File: src/rtl/nlc_pkg.sv
`timescale 1ns / 1ps

package nlc_pkg;

    // Command codes
    localparam logic [1:0] CMD_ROW     = 2'd0;
    localparam logic [1:0] CMD_SCALE   = 2'd1;
    localparam logic [1:0] CMD_COMPUTE = 2'd2;

    // Status codes
    localparam logic [1:0] ST_OK  = 2'd0;
    localparam logic [1:0] ST_OVF = 2'd1;
    localparam logic [1:0] ST_FEW = 2'd2;

    // Configuration register indexes
    localparam logic CFG_TARGET_DIM = 1'b0;
    localparam logic CFG_EVAL_MODE  = 1'b1;

    // Field widths
    localparam int VAL_W   = 32;
    localparam int SUM_W   = 48;
    localparam int ACC_W   = 64;
    localparam int CURVE_W = 40;
    localparam int PIDX_W  = 6;
    localparam int DIM_W   = 3;
    localparam int NUM_W   = 64;
    localparam int DEN_W   = 48;
    localparam int DCNT_W  = 7;

    localparam logic [CURVE_W-1:0] CURVE_MAX = {CURVE_W{1'b1}};

    // Divider request and response
    typedef struct packed {
        logic             start;
        logic [NUM_W-1:0] num;
        logic [DEN_W-1:0] den;
    } t_div_req;

    typedef struct packed {
        logic             done;
        logic [NUM_W-1:0] quot;
    } t_div_rsp;

    // Sequencer states
    typedef enum logic [3:0] {
        S_IDLE,
        S_CHECK,
        S_POINT,
        S_SCALE,
        S_READ,
        S_PAIR,
        S_NDIV,
        S_MUL,
        S_ACC,
        S_NEXT,
        S_WDIV,
        S_EMIT
    } t_state;

endpackage

File: src/rtl/nlc_scale_mem.sv
`timescale 1ns / 1ps

module nlc_scale_mem #(
    parameter int DEPTH = 64,
    parameter int AW    = 6
) (
    input  logic                          i_clk,
    input  logic                          i_we,
    input  logic [AW-1:0]                 i_waddr,
    input  logic [nlc_pkg::VAL_W-1:0]     i_wdata,
    input  logic [AW-1:0]                 i_raddr0,
    input  logic [AW-1:0]                 i_raddr1,
    output logic [nlc_pkg::VAL_W-1:0]     o_rdata0,
    output logic [nlc_pkg::VAL_W-1:0]     o_rdata1
);

    logic [nlc_pkg::VAL_W-1:0] r_mem [DEPTH];

    // One write port, two registered read ports (interval ends)
    always_ff @(posedge i_clk) begin
        if (i_we) begin
            r_mem[i_waddr] <= i_wdata;
        end
        o_rdata0 <= r_mem[i_raddr0];
        o_rdata1 <= r_mem[i_raddr1];
    end

endmodule

File: config.mk
export PLATFORM = sky130hd
export DESIGN_NAME = nlc_scale_mem
export DESIGN_NICKNAME = d
export VERILOG_FILES = /design/src/rtl/nlc_pkg.sv /design/src/rtl/nlc_scale_mem.sv
export SDC_FILE = /design/constraint.sdc
export NUM_CORES = 2
export LEC_CHECK = 0
export BUFFER_PORTS_ARGS = -buffer_cell sky130_fd_sc_hd__clkbuf_2
export CAP_MARGIN = 20
export CORE_ASPECT_RATIO = 0.8
export CORE_MARGIN = 1
export CORE_UTILIZATION = 30
export DETAILED_ROUTE_END_ITERATION = 16
export GPL_ROUTABILITY_DRIVEN = 0
export SKIP_CTS_REPAIR_TIMING = 1
export SLEW_MARGIN = 40
export SYNTH_ARGS = -nofsm -noshare
export SYNTH_HDL_FRONTEND = slang
export SYNTH_SLANG_ARGS = --single-unit
export TNS_END_PERCENT = 50
File: constraint.sdc
create_clock -name i_clk -period 6.3 [get_ports i_clk]
set_input_delay 0.63 -clock i_clk [delete_from_list [all_inputs] [get_ports i_clk]]
set_output_delay 0.63 -clock i_clk [all_outputs]
set_load 0.05 [all_outputs]
==> results_dict.tcl <==
set metrics [dict create \
    status "finished clean" \
    tightest_slew_ns 1.06 \
    setup_viol 0 \
    cp_slowest_cell "buf_4" \
    yosys_warnings 0 \
    syn_area_um2 95700 \
    fin_crit_sh_pct 49.1 \
    syn-instance-count 4412 \
    crit_fanout 57 \
    maxSlewHeadroom_pct 29.4 \
    die_w_um 633 \
    portBuffers 115 \
    syn_area_per_cell_um2 21.7 \
    cp-end-kind "flip-flop" \
    place_hpwl_um 192000 \
    synth_seq_cells 2112 \
    drc 0 \
    num_rows 185 \
    finalNonFillerCells 9031 \
    nets 4681 \
    grt_pass1_vias 52418 \
    p_seq_share_pct 50.2 \
    crit_type "in2reg" \
    htree_levels 4 \
    synth.distinct_cells 38 \
    wl_per_cell_um 35.0 \
    combPwrFrac_pct 8.8 \
    drt_iter0_markers 7954 \
    timing.critical_path.buf_inv 3 \
    dpl_worst_slack_ns 2.20 \
    dieArea_um2 321000 \
    timing.hold.ws_ns 0.272 \
    min_path_cells 2 \
    synthFlopType "edfxtp_1" \
    grt_max_degree 103 \
    startpoint_type "input port" \
    grt_util_all_layers_pct 19.4 \
    ys_top_cells_by_area "edfxtp_1 (64%), mux4_2 (26%), mux2i_1 (2.1%)" \
    area_growth_pct 15.3 \
    die_h_um 507 \
    syn_nets 4464 \
    hold_class "in2reg" \
    cts_tree "yes" \
    wl_um 316000 \
    start_util_pct 30.1 \
    maxSlewViolCount 0 \
    synth_common_cells "edfxtp_1 (2048), mux4_2 (1124), mux2i_1 (204), clkbuf_1 (135), buf_2 (121)" \
    hold_viol_final 0 \
    p_switching_uw 7380 \
    ys_seq_area_share_pct 65.6 \
    powerDensity_nw_per_um2 284 \
    yosysMostFrequentCell "edfxtp_1" \
    fin_ws_ns 3.21 \
    clock-sinks 2112 \
    drive_gt1_share_pct 39.7 \
    period_minus_slack_ns 3.09 \
    synth_top_area_share_pct 64.3 \
    fmax_mhz 323 \
    ios 116 \
    p_int_uw 23900 \
    worstSkewPairLatency_ns 0.87 \
    finClkSkew_ns 0.0345 \
    clock_path_buffers 3 \
    cp_cell_sequence "buf_8 > buf_4 > buf_4 > mux4_2 > mux4_2 > o22ai_1 > a21oi_1" \
    dr.pass1.iters 6 \
    clk_pin_slew_ns 0.06 \
    antenna_found_initial 25 \
    fin_tns_setup_ns 0 \
    path_depth 7 \
    overflow 0 \
    power_leakage_uw 0.0340 \
    max-cap-violations 0 \
    place_inst 8612 \
    synth_top_area_cell "edfxtp_1" \
    swShare_pct 23.6 \
    synthArstFlopShare_pct 0 \
    critical_path.max_stage_delay_ns 0.57 \
    reg2regPathDepth 4 \
    grt_pass1_wl_um 435000 \
    critPathRequiredTime_ns 7.01 \
    worstPathArrival_ns 3.80 \
    via_count 52733 \
    p_clk_share_pct 41.0 \
    final_antenna_net_count 0 \
    utilization_pct 34.8 \
    rsz0062_at_grt "false" \
    cts_made_buffers 217 \
    max-vdd-ir-drop_mv 0.245 \
    synth_edf_count 2048 \
    via_per_inst 5.84 \
    crit_family "buffers and inverters" \
    coreArea_um2 317000 \
    clk_root_buffer_cell "clkbuf_16" \
]
## cell type report
type / instances / area [um2]
fillers: 28991 / 207000
well taps: 4207 / 5260
repair buffers: 345 / 3520
flip-flops and latches: 2112 / 62800
multi-input cells: 1952 / 31700
inverters: 1 / 3.75
clock inverters: 119 / 1030
diodes: 6 / 15.0
clock buffers: 289 / 6000
## stage by stage
stage / total power [uW] / instance area [um2]
global placement: 18700 / 102000
floorplan: 17600 / 95700
CTS: 31400 / 110000
global route: 32100 / 110000
detailed placement: 18800 / 103000
finish: 31300 / 110000
## cell usage in the layout (no fill, tap or decap), types with 27 or more instances in the layout
cell and count:
mux2_2 36, nor2_4 63, mux4_2 1124, o211ai_1 27, o22ai_1 53, o21ai_1 31
clkinv_1 43, nand2_1 92, buf_16 29, buf_12 30, mux2i_1 202, clkinv_2 45
edfxtp_1 2048, clkbuf_16 223, clkbuf_1 49, a21oi_1 57, buf_4 144, nor2_1 29
a22oi_1 85, dfxtp_1 64, clkbuf_2 92
## layer usage
metal / GRT usage [%] / vias up / wire (um)
met5: 0 / - / 112
met4: 6.25 / 16 / 10900
met3: 5.45 / 482 / 35700
met2: 30.0 / 3291 / 146000
met1: 26.4 / 28947 / 123000
li1: - / 19997 / -
## cells by family (layout without fill, tap and decap cells)
kind of cell	count (synthesis)	after routing	synth area share, %
AO/OA/AOI/OAI	340	340	2.39
buffers and inverters	348	754	1.83
flip-flops	2112	2112	65.6
multiplexers	1364	1364	29.0
other	0	6	0
AND/OR/NAND/NOR	248	248	1.13
## registers in the layout, indices dropped and copies added, names as in the netlist
| signal | count |
|---|---|
| o_rdata1 | 32 |
| o_rdata0 | 32 |
| r_mem | 2048 |
## power groups by stage
stage / clock network (uW) / logic [uW] / registers, uW
floorplan: 0 / 1490 / 16100
detailed placement: 0 / 2750 / 16000
finish: 12800 / 2760 / 15700
CTS: 13000 / 2750 / 15700
global placement: 0 / 2710 / 16000
global route: 13500 / 2890 / 15700
## worst reg2reg max path: stages, from the launching register on
cell,delay (ns)
edfxtp_1,0.39
mux4_2,0.50
mux4_2,0.52
o22ai_1,0.72
a21oi_1,0.17
## worst paths after layout
check | slack, ns | end | startpoint
hold / removal | 0.27 | r_mem[3][26]$_DFFE_PP_ | i_wdata[26]
setup / recovery | 3.21 | o_rdata1[10]$_DFF_P_ | i_raddr1[0]
hold reg to reg | 0.93 | o_rdata0[21]$_DFF_P_ | r_mem[38][21]$_DFFE_PP_
setup reg to reg | 3.81 | o_rdata1[11]$_DFF_P_ | r_mem[21][11]$_DFFE_PP_
No activity file was read; power rests on OpenSTA's default activity.
