==> src/rtl/nlc_pkg.sv <==
`timescale 1ns / 1ps

package nlc_pkg;

    // Command codes
    localparam logic [1:0] CMD_ROW     = 2'd0;
    localparam logic [1:0] CMD_SCALE   = 2'd1;
    localparam logic [1:0] CMD_COMPUTE = 2'd2;

    // Status codes
    localparam logic [1:0] ST_OK  = 2'd0;
    localparam logic [1:0] ST_OVF = 2'd1;
    localparam logic [1:0] ST_FEW = 2'd2;

    // Configuration register indexes
    localparam logic CFG_TARGET_DIM = 1'b0;
    localparam logic CFG_EVAL_MODE  = 1'b1;

    // Field widths
    localparam int VAL_W   = 32;
    localparam int SUM_W   = 48;
    localparam int ACC_W   = 64;
    localparam int CURVE_W = 40;
    localparam int PIDX_W  = 6;
    localparam int DIM_W   = 3;
    localparam int NUM_W   = 64;
    localparam int DEN_W   = 48;
    localparam int DCNT_W  = 7;

    localparam logic [CURVE_W-1:0] CURVE_MAX = {CURVE_W{1'b1}};

    // Divider request and response
    typedef struct packed {
        logic             start;
        logic [NUM_W-1:0] num;
        logic [DEN_W-1:0] den;
    } t_div_req;

    typedef struct packed {
        logic             done;
        logic [NUM_W-1:0] quot;
    } t_div_rsp;

    // Sequencer states
    typedef enum logic [3:0] {
        S_IDLE,
        S_CHECK,
        S_POINT,
        S_SCALE,
        S_READ,
        S_PAIR,
        S_NDIV,
        S_MUL,
        S_ACC,
        S_NEXT,
        S_WDIV,
        S_EMIT
    } t_state;

endpackage

==> src/rtl/nlc_div.sv <==
`timescale 1ns / 1ps

module nlc_div (
    input  logic              i_clk,
    input  logic              i_rst_n,
    input  nlc_pkg::t_div_req i_req,
    output nlc_pkg::t_div_rsp o_rsp
);

    localparam int NW = nlc_pkg::NUM_W;
    localparam int DW = nlc_pkg::DEN_W;

    logic [nlc_pkg::DCNT_W-1:0] r_cnt;
    logic                       r_busy;
    logic                       r_done;
    logic [NW-1:0]              r_num;
    logic [DW-1:0]              r_den;
    logic [DW:0]                r_rem;
    logic [DW:0]                rem_sh;
    logic [DW+1:0]              diff;

    // Restoring step: one quotient bit per cycle
    assign rem_sh = {r_rem[DW-1:0], r_num[NW-1]};
    assign diff   = {1'b0, rem_sh} - {2'b00, r_den};

    always_ff @(posedge i_clk) begin
        if (!i_rst_n) begin
            r_busy <= 1'b0;
            r_done <= 1'b0;
            r_cnt  <= '0;
        end else begin
            r_done <= 1'b0;
            if (i_req.start && !r_busy) begin
                r_busy <= 1'b1;
                r_cnt  <= nlc_pkg::DCNT_W'(NW);
                r_num  <= i_req.num;
                r_den  <= i_req.den;
                r_rem  <= '0;
            end else if (r_busy) begin
                if (!diff[DW+1]) begin
                    r_rem <= diff[DW:0];
                    r_num <= {r_num[NW-2:0], 1'b1};
                end else begin
                    r_rem <= rem_sh;
                    r_num <= {r_num[NW-2:0], 1'b0};
                end
                r_cnt <= r_cnt - 1'b1;
                if (r_cnt == nlc_pkg::DCNT_W'(1)) begin
                    r_busy <= 1'b0;
                    r_done <= 1'b1;
                end
            end
        end
    end

    assign o_rsp.done = r_done;
    assign o_rsp.quot = r_num;

endmodule

==> config.mk <==
export PLATFORM = sky130hd
export DESIGN_NAME = nlc_div
export DESIGN_NICKNAME = d
export VERILOG_FILES = /design/src/rtl/nlc_pkg.sv /design/src/rtl/nlc_div.sv
export SDC_FILE = /design/constraint.sdc
export NUM_CORES = 1
export LEC_CHECK = 0
export BUFFER_PORTS_ARGS = -buffer_cell sky130_fd_sc_hd__buf_4
export CORE_UTILIZATION = 35
export DETAILED_ROUTE_END_ITERATION = 8
export GPL_ROUTABILITY_DRIVEN = 0
export PLACE_DENSITY = 0.64
export SYNTH_ARGS = -nofsm -noshare
export SYNTH_HDL_FRONTEND = slang
export SYNTH_SLANG_ARGS = --single-unit
==> constraint.sdc <==
create_clock -name i_clk -period 8.4 [get_ports i_clk]
set_clock_uncertainty 0.15 [all_clocks]
set_input_delay 0.42 -clock i_clk [delete_from_list [all_inputs] [get_ports i_clk]]
set_output_delay 0.42 -clock i_clk [all_outputs]
set_load 0.1 [all_outputs]
==> impl_metrics.env <==
export IMPL_status="complete, no violations"
export IMPL_async_flop_share=0
export IMPL_die_h_um=168
export IMPL_synth_simple_area_share=0.162
export IMPL_synth_ff_type="edfxtp_1"
export IMPL_wl_per_cell_um=15.2
export IMPL_area_growth_syn_to_layout_pct=26.5
export IMPL_layout_drive_gt1_share=0.216
export IMPL_drcViolationCount=0
export IMPL_final_hold_viol_count=0
export IMPL_cap_violations=0
export IMPL_synth_compound_area_frac=0.121
export IMPL_die_area_mm2=0.0281
export IMPL_critPathKind="flop to flop"
export IMPL_grt_ovfl_total=0
export IMPL_layout_setup_ws_ns=4.27
export IMPL_portBuffers=179
export IMPL_max_stage_delay_ns=0.70
export IMPL_via_count=7424
export IMPL_clk_pin_slew_ns=0.07
export IMPL_cellLeakagePower_nw=5.45
export IMPL_drt_pass1_iterations=4
export IMPL_fin_nets=1313
export IMPL_fin_util=0.451
export IMPL_pre_cts_slack_ns=4.28
export IMPL_fin_crit_sh=0.492
export IMPL_cts_root_buf="clkbuf_16"
export IMPL_path_common_cell="o211ai_4"
export IMPL_netlist_instances=949
export IMPL_worst_pin_slew_ns=0.836
export IMPL_cp_slowest_cell="buf_4"
export IMPL_avgSynthCellArea_um2=10.1
export IMPL_timing_final_max_slew_violations=0
export IMPL_p_per_area_mw_per_mm2=221
export IMPL_cp_required_ns=8.41
export IMPL_grt_max_degree=69
export IMPL_synth_edf_count=160
export IMPL_grt_usage=0.168
export IMPL_htree_levels=4
export IMPL_worst_path_max_fanout=46
export IMPL_antenna_found_initial=0
export IMPL_cts_buffer_depth=2
export IMPL_post_cts_setup_buffer_count=0
export IMPL_io_pins=180
export IMPL_crit_path_start_kind="flop"
export IMPL_drt_iter0_markers=329
export IMPL_worstSkewPairLatency_ns=0.44
export IMPL_yosysSeqAreaShare=0.519
export IMPL_totalNegativeSetupSlack_ns=0
export IMPL_worstPathArrival_ns=4.14
export IMPL_ys_ff_latch=169
export IMPL_synthTopCellsByCount="nand2_1, edfxtp_1, nor2_1"
export IMPL_grt_pass1_wl_um=37700
export IMPL_synthAdderAreaFrac=0.0672
export IMPL_yosysTopAreaCell="edfxtp_1"
export IMPL_ys_top_cells_by_area="edfxtp_1, nand2_1, ha_1"
export IMPL_synthDistinctLibCells=63
export IMPL_crit_family="compound AO/OA/AOI/OAI gates"
export IMPL_synth_warnings=0
export IMPL_path_cells="ha_1 > and2_4 > o211ai_4 > a211oi_2 > a2bb2oi_2 > o2111ai_2 > nand2_2 > a21oi_4 > o211ai_4 > buf_4 > mux2i_1 > nor2_1"
export IMPL_grt_pass1_vias=7514
export IMPL_cts_buffers_inserted=17
export IMPL_synth_top_family_by_area="simple AND/OR/NAND/NOR gates"
export IMPL_fmax_mhz=242
export IMPL_hp_class="input port to flop"
export IMPL_viasPerCell=4.95
export IMPL_rsz0062_at_grt="no"
export IMPL_start_util=0.356
export IMPL_diodes=0
export IMPL_num_rows=60
export IMPL_cts_sinks=169
export IMPL_ir_worst_vdd_mv=0.138
export IMPL_synthMuxAreaShare=0.0354
export IMPL_finalCriticalPeriod_ns=4.13
export IMPL_ctsResizeCount=0
export IMPL_dp_hpwl_um=16100
export IMPL_synthXorXnorAreaFrac=0.0438
export IMPL_end_kind="flop"
export IMPL_die_w_um=168
export IMPL_slew_headroom=0.442
export IMPL_ant_nets=0
export IMPL_yosysMostFrequentCell="nand2_1"
export IMPL_synth_nets=1115
export IMPL_ctsHoldBuffers=31
export IMPL_netlist_area_mm2=0.00961
export IMPL_core_area_mm2=0.0270
export IMPL_synth_top_area_frac=0.500
export IMPL_wirelength_um=22900
export IMPL_setup_violations=0
export IMPL_cts_tree="built"
export IMPL_path_buf_inv=1
layer usage:
metal | up-vias | wire, µm | share of wire | GRT usage
li1 | 3707 | - | - | -
met3 | 13 | 1790 | 0.078 | 0.0539
met2 | 218 | 10700 | 0.47 | 0.275
met4 | 0 | 244 | 0.011 | 0.0491
met1 | 3486 | 10100 | 0.44 | 0.211
met5 | - | 0 | 0 | 0
final cells by class:
| class | count | area [µm²] |
|---|---|---|
| Clock buffer | 18 | 429 |
| Clock inverter | 14 | 178 |
| Fill cell | 2619 | 14800 |
| Inverter | 69 | 259 |
| Multi-Input combinational cell | 672 | 4160 |
| Sequential cell | 169 | 4980 |
| Tap cell | 341 | 427 |
| Timing Repair Buffer | 218 | 1720 |
stage by stage:
step / instances / cell area, µm² / power [mW] / hold slack [ns]
CTS: 1500 / 12100 / 2.71 / 0.00125
global placement: 1437 / 11200 / 1.87 / 0.316
global route: 1501 / 12200 / 2.82 / 0.0000631
finish: 1501 / 12200 / 2.68 / 0.0234
floorplan: 949 / 9610 / 1.71 / 0.288
detailed placement: 1437 / 11200 / 1.88 / 0.321
report_power, final:
part,internal [mW],total (mW),switching (mW)
Clock,0.406,0.809,0.403
Sequential,1.02,1.06,0.0404
Combinational,0.296,0.809,0.513
Total,1.72,2.68,0.956
flip-flops by register name, indices dropped and copies added (netlist names):
name	flops
r_busy	1
r_cnt	7
r_den	48
r_done	1
r_num	64
r_rem	48
final timing paths:
kind	start	endpoint	slack, ns	cells after the start
worst min-delay path	i_req[21]	r_den[21]	0.02	1
worst max register to register	r_rem[3]	r_rem[2]	4.27	12
worst max-delay path	r_rem[3]	r_rem[2]	4.27	12
worst min register to register	r_cnt[6]	r_cnt[6]	0.34	1
cell families after synthesis:
| group | after synthesis |
|---|---|
| and+or+nand+nor | 375 |
| DFF | 169 |
| AOI/OAI and AO/OA | 164 |
| buffers and inverters | 108 |
| adders and majority gates | 51 |
| xor gates and xnor gates | 48 |
| muxes | 34 |
cells in the final DEF (no fill, tap or decap), types with 4 or more instances in the layout:
master,netlist,final
xnor2_1,31,31
dlygate4sd3_1,0,32
clkinv_8,0,6
nor3_1,9,9
ha_1,50,50
a211oi_2,11,11
o21ai_0,23,23
dfxtp_1,9,9
o21bai_1,7,7
nor2_1,78,76
clkbuf_16,0,17
a21o_1,22,22
nand3_1,6,6
o211ai_1,6,6
buf_4,1,186
mux2i_1,34,34
inv_1,69,69
xor2_1,17,17
o21a_1,4,4
and2_1,5,5
nand2_1,235,235
a21oi_1,51,51
a31oi_1,6,6
nor2b_1,5,4
a211oi_1,7,7
nand4_1,13,13
inv_8,0,4
edfxtp_1,160,160
Power figures use the tool's default switching activity.
